===== config.mk =====
export PLATFORM = sky130hd
export DESIGN_NAME = canonical_line_key
export DESIGN_NICKNAME = d
export VERILOG_FILES = /design/src/hw/rtl/clkey_pkg.sv /design/src/hw/rtl/clkey_ctrl.sv /design/src/hw/rtl/clkey_dp.sv /design/src/hw/rtl/canonical_line_key.sv
export SDC_FILE = /design/constraint.sdc
export NUM_CORES = 1
export LEC_CHECK = 0
export BUFFER_PORTS_ARGS = -buffer_cell sky130_fd_sc_hd__buf_4
export CAP_MARGIN = 5
export CORE_ASPECT_RATIO = 0.8
export CORE_UTILIZATION = 40
export CTS_CLUSTER_DIAMETER = 100
export CTS_CLUSTER_SIZE = 10
export DETAILED_ROUTE_END_ITERATION = 7
export GPL_ROUTABILITY_DRIVEN = 0
export GPL_TIMING_DRIVEN = 0
export PLACE_DENSITY = 0.51
export SLEW_MARGIN = 20
export SYNTH_ARGS = -nofsm -noshare
export SYNTH_HDL_FRONTEND = slang
export SYNTH_HIERARCHICAL = 1
export SYNTH_SLANG_ARGS = --single-unit
export TNS_END_PERCENT = 1

===== constraint.sdc =====
create_clock -name clk -period 6.55 [get_ports clk]
set_input_delay 1.31 -clock clk [delete_from_list [all_inputs] [get_ports clk]]
set_output_delay 1.31 -clock clk [all_outputs]
set_load 0.03 [all_outputs]

===== src/hw/rtl/clkey_pkg.sv =====
package clkey_pkg;

	// Magnitude width of the constant term; also the divider length
	localparam int unsigned MAG_W     = 14;
	localparam int unsigned SHIFT_W   = $clog2(MAG_W);
	localparam int unsigned DIV_STEPS = MAG_W;
	localparam int unsigned CNT_W     = $clog2(DIV_STEPS);

	localparam int unsigned KEY_A_OFF  = 200;
	localparam int unsigned KEY_B_OFF  = 200;
	localparam int unsigned KEY_C_OFF  = 20000;
	localparam int unsigned KEY_B_SPAN = 400;
	localparam int unsigned KEY_C_SPAN = 40000;

	typedef struct packed {
		logic load;
		logic setup;
		logic init1;
		logic init2;
		logic gcd_step;
		logic div_init;
		logic div_step;
		logic key1;
		logic key2;
		logic finish;
	} cmd_t;

	typedef struct packed {
		logic gcd_done;
	} sts_t;

endpackage


===== src/hw/rtl/clkey_ctrl.sv =====
module clkey_ctrl (
	input  logic              clk,
	input  logic              arst_n,
	input  logic              start,
	input  clkey_pkg::sts_t   sts,
	output clkey_pkg::cmd_t   cmd,
	output logic              busy,
	output logic              done
);

	typedef enum logic [8:0] {
		ST_IDLE  = 9'b000000001,
		ST_SETUP = 9'b000000010,
		ST_INIT1 = 9'b000000100,
		ST_GCD1  = 9'b000001000,
		ST_GCD2  = 9'b000010000,
		ST_DIV   = 9'b000100000,
		ST_KEY1  = 9'b001000000,
		ST_KEY2  = 9'b010000000,
		ST_KEY3  = 9'b100000000
	} state_t;

	state_t                       state_q, state_d;
	logic [clkey_pkg::CNT_W-1:0]  cnt_q;
	logic                         done_q;

	always_comb begin
		state_d = state_q;
		cmd     = '0;
		unique case (state_q)
			ST_IDLE: begin
				if (start) begin
					cmd.load = 1'b1;
					state_d  = ST_SETUP;
				end
			end
			ST_SETUP: begin
				cmd.setup = 1'b1;
				state_d   = ST_INIT1;
			end
			ST_INIT1: begin
				cmd.init1 = 1'b1;
				state_d   = ST_GCD1;
			end
			ST_GCD1: begin
				if (sts.gcd_done) begin
					cmd.init2 = 1'b1;
					state_d   = ST_GCD2;
				end else begin
					cmd.gcd_step = 1'b1;
				end
			end
			ST_GCD2: begin
				if (sts.gcd_done) begin
					cmd.div_init = 1'b1;
					state_d      = ST_DIV;
				end else begin
					cmd.gcd_step = 1'b1;
				end
			end
			ST_DIV: begin
				cmd.div_step = 1'b1;
				if (cnt_q == clkey_pkg::CNT_W'(clkey_pkg::DIV_STEPS - 1)) begin
					state_d = ST_KEY1;
				end
			end
			ST_KEY1: begin
				cmd.key1 = 1'b1;
				state_d  = ST_KEY2;
			end
			ST_KEY2: begin
				cmd.key2 = 1'b1;
				state_d  = ST_KEY3;
			end
			ST_KEY3: begin
				cmd.finish = 1'b1;
				state_d    = ST_IDLE;
			end
			default: begin
				state_d = ST_IDLE;
			end
		endcase
	end

	always_ff @(posedge clk or negedge arst_n) begin
		if (!arst_n) begin
			state_q <= ST_IDLE;
			cnt_q   <= '0;
			done_q  <= 1'b0;
		end else begin
			state_q <= state_d;
			done_q  <= cmd.finish;
			if (cmd.div_init) begin
				cnt_q <= '0;
			end else if (cmd.div_step) begin
				cnt_q <= cnt_q + 1'b1;
			end
		end
	end

	assign busy = (state_q != ST_IDLE);
	assign done = done_q;

	a_done_single: assert property (@(posedge clk) disable iff (!arst_n)
		done_q |=> !done_q)
		else $error("result strobe lasted more than one cycle");

	a_start_busy: assert property (@(posedge clk) disable iff (!arst_n)
		(start && !busy) |=> (busy && !done_q))
		else $error("accepted transfer did not make the block busy");

endmodule


===== src/hw/rtl/clkey_dp.sv =====
module clkey_dp (
	input  logic                 clk,
	input  logic                 arst_n,
	input  clkey_pkg::cmd_t      cmd,
	output clkey_pkg::sts_t      sts,
	input  logic [6:0]           first_x,
	input  logic [6:0]           first_y,
	input  logic [6:0]           second_x,
	input  logic [6:0]           second_y,
	output logic [6:0]           coef_a,
	output logic signed [7:0]    coef_b,
	output logic signed [14:0]   coef_c,
	output logic [32:0]          line_key,
	output logic                 same_point
);

	localparam int unsigned W = clkey_pkg::MAG_W;

	logic [6:0]                       px_q, py_q, qx_q, qy_q;
	logic [13:0]                      p1_q, p2_q;
	logic signed [7:0]                a_q, b_q;
	logic [6:0]                       mag_a_q, mag_b_q;
	logic [W-1:0]                     mag_c_q;
	logic                             sgn_b_q, sgn_c_q, same_q;
	logic [W-1:0]                     u_q, v_q, g_q;
	logic [clkey_pkg::SHIFT_W-1:0]    k_q;
	logic [W-1:0]                     rem_q [3];
	logic [W-1:0]                     quo_q [3];
	logic [6:0]                       fa_q;
	logic signed [7:0]                fb_q;
	logic signed [14:0]               fc_q;
	logic [17:0]                      hi_q;
	logic [15:0]                      lo_q;
	logic [6:0]                       coef_a_q;
	logic signed [7:0]                coef_b_q;
	logic signed [14:0]               coef_c_q;
	logic [32:0]                      key_q;
	logic                             same_out_q;

	logic signed [14:0]               c_w;
	logic [W-1:0]                     mag_c_w;
	logic [6:0]                       mag_a_w, mag_b_w;
	logic                             flip_w;
	logic [W-1:0]                     u_d, v_d, gcd_w;
	logic [clkey_pkg::SHIFT_W-1:0]    k_d;
	logic [W:0]                       shl_w  [3];
	logic                             ge_w   [3];
	logic [W-1:0]                     rem_d  [3];
	logic [W-1:0]                     qa_w, qb_w, qc_w;
	logic [9:0]                       b_off_w;
	logic [16:0]                      c_off_w;
	logic [33:0]                      key_w;

	assign sts.gcd_done = (u_q == '0) || (v_q == '0);

	// One of u, v is zero at the end of a gcd pass; the other holds the odd part
	assign gcd_w = W'((u_q | v_q) << k_q);

	always_comb begin
		c_w     = 15'(p1_q) - 15'(p2_q);
		mag_c_w = c_w[14] ? W'(-c_w) : W'(c_w);
		mag_a_w = a_q[7] ? 7'(-a_q) : a_q[6:0];
		mag_b_w = b_q[7] ? 7'(-b_q) : b_q[6:0];
		flip_w  = a_q[7] || ((a_q == '0) && b_q[7]) ||
			((a_q == '0) && (b_q == '0) && c_w[14]);
	end

	// Binary gcd step
	always_comb begin
		u_d = u_q;
		v_d = v_q;
		k_d = k_q;
		priority if (!u_q[0] && !v_q[0]) begin
			u_d = u_q >> 1;
			v_d = v_q >> 1;
			k_d = k_q + 1'b1;
		end else if (!u_q[0]) begin
			u_d = u_q >> 1;
		end else if (!v_q[0]) begin
			v_d = v_q >> 1;
		end else if (u_q >= v_q) begin
			u_d = (u_q - v_q) >> 1;
		end else begin
			v_d = (v_q - u_q) >> 1;
		end
	end

	// Restoring division, three lanes sharing the divisor
	always_comb begin
		for (int i = 0; i < 3; i++) begin
			shl_w[i] = {rem_q[i], quo_q[i][W-1]};
			ge_w[i]  = shl_w[i] >= {1'b0, g_q};
			rem_d[i] = ge_w[i] ? W'(shl_w[i] - {1'b0, g_q}) : shl_w[i][W-1:0];
		end
	end

	always_comb begin
		qa_w    = same_q ? '0 : quo_q[0];
		qb_w    = same_q ? '0 : quo_q[1];
		qc_w    = same_q ? '0 : quo_q[2];
		b_off_w = {{2{fb_q[7]}}, fb_q} + 10'(clkey_pkg::KEY_B_OFF);
		c_off_w = {{2{fc_q[14]}}, fc_q} + 17'(clkey_pkg::KEY_C_OFF);
		key_w   = 34'(hi_q) * 34'(clkey_pkg::KEY_C_SPAN) + 34'(lo_q);
	end

	always_ff @(posedge clk) begin
		if (cmd.load) begin
			px_q <= first_x;
			py_q <= first_y;
			qx_q <= second_x;
			qy_q <= second_y;
		end
		if (cmd.setup) begin
			p1_q <= 14'(qy_q) * 14'(px_q);
			p2_q <= 14'(qx_q) * 14'(py_q);
			a_q  <= 8'(py_q) - 8'(qy_q);
			b_q  <= 8'(qx_q) - 8'(px_q);
		end
		if (cmd.init1) begin
			mag_a_q <= mag_a_w;
			mag_b_q <= mag_b_w;
			mag_c_q <= mag_c_w;
			sgn_b_q <= b_q[7] ^ flip_w;
			sgn_c_q <= c_w[14] ^ flip_w;
			same_q  <= (a_q == '0) && (b_q == '0);
			u_q     <= W'(mag_a_w);
			v_q     <= W'(mag_b_w);
			k_q     <= '0;
		end else if (cmd.init2) begin
			u_q <= gcd_w;
			v_q <= mag_c_q;
			k_q <= '0;
		end else if (cmd.gcd_step) begin
			u_q <= u_d;
			v_q <= v_d;
			k_q <= k_d;
		end
		if (cmd.div_init) begin
			g_q      <= gcd_w;
			quo_q[0] <= W'(mag_a_q);
			quo_q[1] <= W'(mag_b_q);
			quo_q[2] <= mag_c_q;
			for (int i = 0; i < 3; i++) begin
				rem_q[i] <= '0;
			end
		end else if (cmd.div_step) begin
			for (int i = 0; i < 3; i++) begin
				rem_q[i] <= rem_d[i];
				quo_q[i] <= {quo_q[i][W-2:0], ge_w[i]};
			end
		end
		if (cmd.key1) begin
			fa_q <= qa_w[6:0];
			fb_q <= sgn_b_q ? 8'(-{1'b0, qb_w[6:0]}) : 8'({1'b0, qb_w[6:0]});
			fc_q <= sgn_c_q ? 15'(-{1'b0, qc_w}) : 15'({1'b0, qc_w});
		end
		if (cmd.key2) begin
			hi_q <= (18'(fa_q) + 18'(clkey_pkg::KEY_A_OFF)) * 18'(clkey_pkg::KEY_B_SPAN)
				+ 18'(b_off_w);
			lo_q <= c_off_w[15:0];
		end
		if (cmd.finish) begin
			coef_a_q   <= fa_q;
			coef_b_q   <= fb_q;
			coef_c_q   <= fc_q;
			key_q      <= key_w[32:0];
			same_out_q <= same_q;
		end
	end

	assign coef_a     = coef_a_q;
	assign coef_b     = coef_b_q;
	assign coef_c     = coef_c_q;
	assign line_key   = key_q;
	assign same_point = same_out_q;

	a_gcd_zero: assert property (@(posedge clk) disable iff (!arst_n)
		cmd.div_init |=> ((g_q == '0) == same_q))
		else $error("zero gcd does not match coincident points");

	a_same_zero: assert property (@(posedge clk) disable iff (!arst_n)
		cmd.finish |=> (!same_out_q ||
			(coef_a_q == '0 && coef_b_q == '0 && coef_c_q == '0)))
		else $error("coincident points gave nonzero coefficients");

	a_sign_rule: assert property (@(posedge clk) disable iff (!arst_n)
		cmd.finish |=> (coef_a_q != '0 || !coef_b_q[7]))
		else $error("line sign not normalized");

endmodule


===== src/hw/rtl/canonical_line_key.sv =====
// Canonical line through two lattice points: a*x+b*y+c=0 reduced by the gcd of
// |a|,|b|,|c| with a>0, or a==0 and b>0, or both zero and c>=0, plus a packed
// key. Pulse start while busy is low to transfer the four coordinates; busy
// stays high until the result. The result appears on the output ports for one
// cycle with done high and must be taken then: nothing holds it. Done rises
// after the start transfer once setup, the two binary-gcd passes (one shift or
// subtract per cycle; first on |a| and |b|, then on that gcd and |c|), the
// shared divider that reduces |a|, |b| and |c| by the gcd, and the key steps
// are through. A new start is taken in the done cycle. Coincident points give
// zero coefficients and same_point high.
module canonical_line_key (
	input  logic                clk,
	input  logic                arst_n,
	input  logic                start,
	output logic                busy,
	input  logic [6:0]          first_x,
	input  logic [6:0]          first_y,
	input  logic [6:0]          second_x,
	input  logic [6:0]          second_y,
	output logic                done,
	output logic [6:0]          coef_a,
	output logic signed [7:0]   coef_b,
	output logic signed [14:0]  coef_c,
	output logic [32:0]         line_key,
	output logic                same_point
);

	clkey_pkg::cmd_t cmd;
	clkey_pkg::sts_t sts;

	clkey_ctrl u_ctrl (
		.clk    (clk),
		.arst_n (arst_n),
		.start  (start),
		.sts    (sts),
		.cmd    (cmd),
		.busy   (busy),
		.done   (done)
	);

	clkey_dp u_dp (
		.clk        (clk),
		.arst_n     (arst_n),
		.cmd        (cmd),
		.sts        (sts),
		.first_x    (first_x),
		.first_y    (first_y),
		.second_x   (second_x),
		.second_y   (second_y),
		.coef_a     (coef_a),
		.coef_b     (coef_b),
		.coef_c     (coef_c),
		.line_key   (line_key),
		.same_point (same_point)
	);

endmodule

==> metrics.md, run 1 <==
| Metric | Value |
|---|---|
| Status | `finished clean` |
| Async set-reset flop share out of synthesis | `3.73%` |
| Final cell count without fillers | `3793` |
| Vias in the first global route | `19283` |
| Antenna Nets Post-Route | `0` |
| Maxcap violations | `0` |
| Setup slack, reg-to-reg | `750 ps` |
| Die H | `238 um` |
| Slew Viols, Final | `0` |
| Leakage | `13.5 nW` |
| Initial Utilization | `40.4%` |
| Post-synth EDFFs | `343` |
| Startpoint Class | `register` |
| R2R cell count | `21` |
| # DRC | `0` |
| Net Count, Synth | `3135` |
| Critical R2R Launch | `u_dp/hi_q[4]` |
| Critical path type | `register to register` |
| Vias/cell | `5.20` |
| Cells after Synth | `2693` |
| Ys flop type | `edfxtp_1` |
| Worst min path class | `register to register` |
| Initial DRC count | `1211` |
| Syn Area/Cell | `10.3 um2` |
| CTS buffer count | `43` |
| Minimum clock period after layout | `5800 ps` |
| Antenna violations before repair | `3` |
| Share of layout cells above drive strength 1 | `8.09%` |
| Netlist cell types | `96` |
| Worst-Margin Slew | `1050 ps` |
| Io pins | `97` |
| Max clock buf depth | `3` |
| Yosys top cell by area | `edfxtp_1` |
| FF+latch count, synth | `375` |
| Hold Fails Final Rpt | `0` |
| Normalized max-slew margin | `29.8%` |
| Post-CTS Setup Repair Bufs | `0` |
| H-tree level count | `2` |
| Placed Area | `29900 um2` |
| Tcrit/Tclk final | `88.5%` |
| Layout filler cell count | `6575` |
| Post-Synthesis Cell Area | `27900 um2` |
| Crit path to | `u_dp/line_key[32]` |
| Worst clock skew | `20.6 ps` |
| WP data required | `6870 ps` |
| Critical Path AT | `6110 ps` |
| Top-count cell post-synth | `edfxtp_1` |
| Dpl cells | `3729` |
| Routed WL | `68000 um` |
| Clock root cell | `clkbuf_16` |
| Setup-failing EPs final | `0` |
| Vias | `19737` |
| Syn. warnings | `6` |
| CTS tree | `yes` |
| Core box area | `68900 um2` |
| Setup crit end kind | `register` |
| Reg-to-reg endpoint | `u_dp/line_key[32]` |
| Number of hold buffers added after cts | `0` |
| Gr ovfl total | `0` |
| Synth top area share | `37.0%` |
| Clock Pin Slew Worst Setup and Hold Paths | `60 ps` |
| Maximum clock frequency | `172 MHz` |
| Post-route cell area | `31100 um2` |
| Crit. Startpoint | `u_dp/hi_q[4]` |
| Top cells by area, synth | `edfxtp_1, ha_1, fa_1, inv_1, xnor2_1` |
| IO Port Bufs | `96` |
| Gates resized, CTS repair | `0` |
| FP Rows | `86` |
| GR Util All Layers | `19.1%` |
| Sink Count | `375` |
| Area added between synthesis and finish | `11.7%` |
| CP max FO | `5` |
| Latest clock arrival within the worst-skew pair | `570 ps` |
| Detail Placement HPWL | `53900 um` |
| First-pass DRT Iterations | `7` |
| Die width | `297 um` |
| Area of the die | `70700 um2` |
| Synth top cells by count | `edfxtp_1, inv_1, ha_1, nand2_1, nor2_1` |
| First-pass GRT wire length | `107000 um` |
| Largest net degree at the start of global routing | `49` |
| Pwr Density | `304 nW/um2` |
| Sequential area share after synthesis | `39.5%` |
| Final net count | `3292` |
| RSZ-0062 raised after global routing | `false` |
| Worst VDD drop | `0.294 mV` |
| Drt wl/cell | `17.9 um` |
## layout make-up
type	instances	area, um2	share of cell area (%)
antenna	2	5.00	0.0161
inverter	344	1290	4.15
tap	924	1160	3.72
buffer	68	327	1.05
sequential	375	11000	35.4
clock buffer	58	1150	3.71
multi-input combinational	1906	15300	49.0
timing repair buffer	112	880	2.83
clock inverter	4	33.8	0.109
## worst min-delay path by stage
stage                      start               end  depth (start not counted)
finish              u_dp/lo_q[2]  u_dp/line_key[2]                          0
global route        u_dp/lo_q[2]  u_dp/line_key[2]                          0
CTS                 u_dp/lo_q[2]  u_dp/line_key[2]                          0
detailed placement  u_dp/lo_q[2]  u_dp/line_key[2]                          0
global placement    u_dp/lo_q[1]  u_dp/line_key[1]                          0
floorplan           u_dp/lo_q[0]  u_dp/line_key[0]                          0
## placed cells by master, fill, tap and decap left out, types with 18 or more instances in the layout
cell type  netlist  routed
ha_1           308     308
edfxtp_1       343     343
nor2_1         185     183
nor3_1          64      64
nand2_1        220     220
nand2b_1        40      40
a221oi_1        24      24
xor2_1          60      60
nand3_1         32      32
buf_4            3     101
mux2i_1         41      41
inv_1          342     342
clkbuf_16        0      44
nor2b_1         45      45
o21ai_0         86      86
clkbuf_1        50      64
o21a_1          23      23
a211oi_1        25      25
xnor2_1        143     143
and2_1          42      42
fa_1           103     103
o21bai_1        24      24
a21o_1          47      47
a21oi_1        145     145
dfxtp_1         18      18
## registers in the layout (all words and copies together), names as in the netlist, 15 cells and up
register	flops
u_dp/hi_q	18
u_dp/lo_q	16
u_dp/line_key	33
u_dp/fc_q	15
u_dp/coef_c	15
u_dp/quo_q	42
u_dp/rem_q	42
## report_power, final
group          leakage, nW  switching [W]  internal [W]
Sequential            3.59       0.000197       0.00301
Combinational         9.32        0.00238       0.00171
Clock                0.576       0.000952       0.00122
Total                 13.5        0.00352       0.00593
## metal layers
layer	vias to the layer above	GRT usage, %	part of all wire (%)
met5	-	0	0
met4	0	5.42	2.4
met3	101	3.60	5.7
met2	487	30.0	44
met1	9415	26.8	48
li1	9734	-	-
## critical path, cell delays in order (launching register included)
cell,delay (ps)
edfxtp_1,430
inv_1,140
fa_1,550
inv_1,40
ha_1,260
inv_1,50
fa_1,530
inv_1,50
ha_1,270
inv_1,50
fa_1,500
inv_1,40
ha_1,360
a21o_1,240
or3_1,340
o21ai_2,170
o311ai_1,220
and4bb_2,400
nand3_2,130
nor4_1,230
nor4b_2,290
xnor3_1,260
## kinds of logic after synthesis
logic type                 share of synthesized area (%)
AOI/OAI and AO/OA                                   11.9
xor gates and xnor gates                            6.52
adders and majority gates                           21.2
buffers and inverters                               5.81
DFF                                                 39.5
muxes                                               1.92
and+or+nand+nor                                     13.0
## stage by stage
stage                     setup TNS (ps)  setup slack (ps)  power [W]  utilization [%]  hold slack (ps)
after floorplan                        0              1250    0.00621                -              400
after global placement            -17370              -491    0.00730             43.2              407
after detailed placement               0               738    0.00735             43.5              405
after CTS                              0               700    0.00958             45.2              417
after global routing                   0               366     0.0101             45.2              427
final                                  0               753    0.00946             45.2              415
Note: power is estimated with default switching activity, not from simulation.
==> run 2: changes to the inputs <==
--- a/config.mk
+++ b/config.mk
@@ -14,7 +14,7 @@
 export DETAILED_ROUTE_END_ITERATION = 7
 export GPL_ROUTABILITY_DRIVEN = 0
 export GPL_TIMING_DRIVEN = 0
-export PLACE_DENSITY = 0.51
+export PLACE_DENSITY = 0.57
 export SLEW_MARGIN = 20
 export SYNTH_ARGS = -nofsm -noshare
 export SYNTH_HDL_FRONTEND = slang
==> metrics.md, run 2 (synthesized netlist as in run 1, its figures left out) <==
| Metric | Value |
|---|---|
| Normalized max-slew margin | `36.6%` |
| Vias/cell | `5.27` |
| First-pass DRT Iterations | `5` |
| Hold EP | `u_dp/line_key[3]` |
| Minimum clock period after layout | `5980 ps` |
| Final net count | `3293` |
| Vias | `20105` |
| Setup_tns | `0 ps` |
| Combinational power share | `43.4%` |
| Critical R2R Launch | `u_dp/hi_q[5]` |
| Initial Utilization | `40.4%` |
| Hold Fails Final Rpt | `0` |
| Worst-Margin Slew | `943 ps` |
| Tcrit/Tclk final | `91.3%` |
| Slew Viols, Final | `0` |
| RSZ-0062 raised after global routing | `false` |
| CTS tree | `yes` |
| Hold_sp | `u_dp/lo_q[3]` |
| Register area | `11000 um2` |
| Critical path type | `register to register` |
| Share of layout cells above drive strength 1 | `8.14%` |
| CP max FO | `5` |
| Gates resized, CTS repair | `0` |
| Sw Ratio | `38.1%` |
| Placed Area | `29900 um2` |
| Maximum clock frequency | `167 MHz` |
| Area added between synthesis and finish | `12.2%` |
| Initial DRC count | `1515` |
| Latest clock arrival within the worst-skew pair | `590 ps` |
| Setup-failing EPs final | `0` |
| Setup crit end kind | `register` |
| IO Port Bufs | `96` |
| GR Util All Layers | `18.9%` |
| Routed WL | `67200 um` |
| FP Rows | `86` |
| Number of hold buffers added after cts | `0` |
| Maxcap violations | `0` |
| Sink Count | `375` |
| # DRC | `0` |
| Status | `finished clean` |
| Internal power | `0.00603 W` |
| Layout filler cell count | `6560` |
| Clock share of power | `24.0%` |
| Largest net degree at the start of global routing | `45` |
| Max clock buf depth | `3` |
| Antenna Nets Post-Route | `0` |
| Leakage | `13.5 nW` |
| Post-route cell area | `31200 um2` |
| CTS buffer count | `44` |
| Pwr Density | `312 nW/um2` |
| H-tree level count | `2` |
| Hold Path Depth | `0` |
| Setup slack, reg-to-reg | `570 ps` |
| Antenna violations before repair | `1` |
| Drt wl/cell | `17.6 um` |
| Flop pwr share | `32.6%` |
| Reg-to-reg endpoint | `u_dp/line_key[32]` |
| Area of the multi-input gates | `15300 um2` |
| Critical Path AT | `6320 ps` |
| P_sw | `0.00372 W` |
| Post-CTS Setup Repair Bufs | `0` |
| Clock Pin Slew Worst Setup and Hold Paths | `60 ps` |
| Worst VDD drop | `0.328 mV` |
| Die H | `238 um` |
| WP data required | `6890 ps` |
| Detail Placement HPWL | `53000 um` |
| Core box area | `68900 um2` |
| Io pins | `97` |
| Gr ovfl total | `0` |
| Area of the die | `70700 um2` |
| Commonest non-fill, non-tap cell in the layout | `edfxtp_1` |
| Startpoint Class | `register` |
| Die width | `297 um` |
| Clock root cell | `clkbuf_16` |
| Vias in the first global route | `19367` |
| R2R cell count | `21` |
| Worst min path class | `register to register` |
| First-pass GRT wire length | `106000 um` |
| Commonest non-fill, non-tap cells in the layout | `edfxtp_1, inv_1, ha_1` |
| Worst clock skew | `22.1 ps` |
## run 2: critical path, stage by stage, from the launching register on
cell and delay (ps):
edfxtp_1 430, inv_1 150, fa_1 520, inv_1 40, ha_1 270, inv_1 50, fa_1 530, inv_1 40
ha_1 270, inv_1 50, fa_1 500, inv_1 40, ha_1 360, a21o_1 240, or3_1 350, o21ai_2 160
o311ai_1 210, and4bb_2 400, nand3_2 140, nor4_1 390, nor4b_2 350, xnor3_1 260
## run 2: worst max-delay path by stage
| stage | end | slack (ps) | startpoint | depth (start not counted) |
|---|---|---|---|---|
| 2_1_floorplan | u_dp/line_key[26] | 1250 | u_dp/hi_q[4] | 20 |
| 3_3_place_gp | u_dp/v_q[6] | -240 | u_ctrl/state_q[7] | 8 |
| 3_5_place_dp | u_dp/line_key[32] | 570 | u_dp/hi_q[4] | 21 |
| 4_1_cts | u_dp/line_key[32] | 570 | u_dp/hi_q[5] | 21 |
| 5_1_grt | u_dp/line_key[32] | 270 | u_dp/hi_q[5] | 21 |
| 6_report | u_dp/line_key[32] | 570 | u_dp/hi_q[5] | 21 |
## run 2: per-layer routing
metal / vias to the layer above / track usage [%] / share of wire (%)
li1: 9755 / - / -
met1: 9665 / 28.4 / 50
met2: 588 / 27.9 / 42
met3: 95 / 3.03 / 6.5
met4: 2 / 4.86 / 2.0
met5: - / 0 / 0.015
## run 2: layout make-up
type / instances / area share [%]
diodes: 1 / 0.00801
plain buffers: 68 / 1.05
clock buffers: 77 / 3.95
clock inverters: 5 / 0.268
inverters: 344 / 4.13
multi-input cells: 1906 / 48.8
flip-flops and latches: 375 / 35.2
well taps: 924 / 3.70
repair buffers: 112 / 2.82
## run 2: power by group through the flow
stage / registers (W) / logic (W) / clock network [W]
final: 0.00318 / 0.00423 / 0.00234
after global routing: 0.00320 / 0.00472 / 0.00250
after CTS: 0.00318 / 0.00420 / 0.00241
after detailed placement: 0.00323 / 0.00414 / 0
after global placement: 0.00323 / 0.00409 / 0
after floorplan: 0.00315 / 0.00306 / 0
## run 2: metrics by stage
stage	worst slack [ps]	power, W	util [%]	hold slack (ps)	std cells
final	568	0.00975	45.4	417	3812
after global routing	275	0.0104	45.4	428	3811
after CTS	571	0.00979	45.4	420	3811
after floorplan	1250	0.00621	-	400	2693
after detailed placement	565	0.00737	43.5	405	3729
after global placement	-238	0.00732	43.2	406	3713
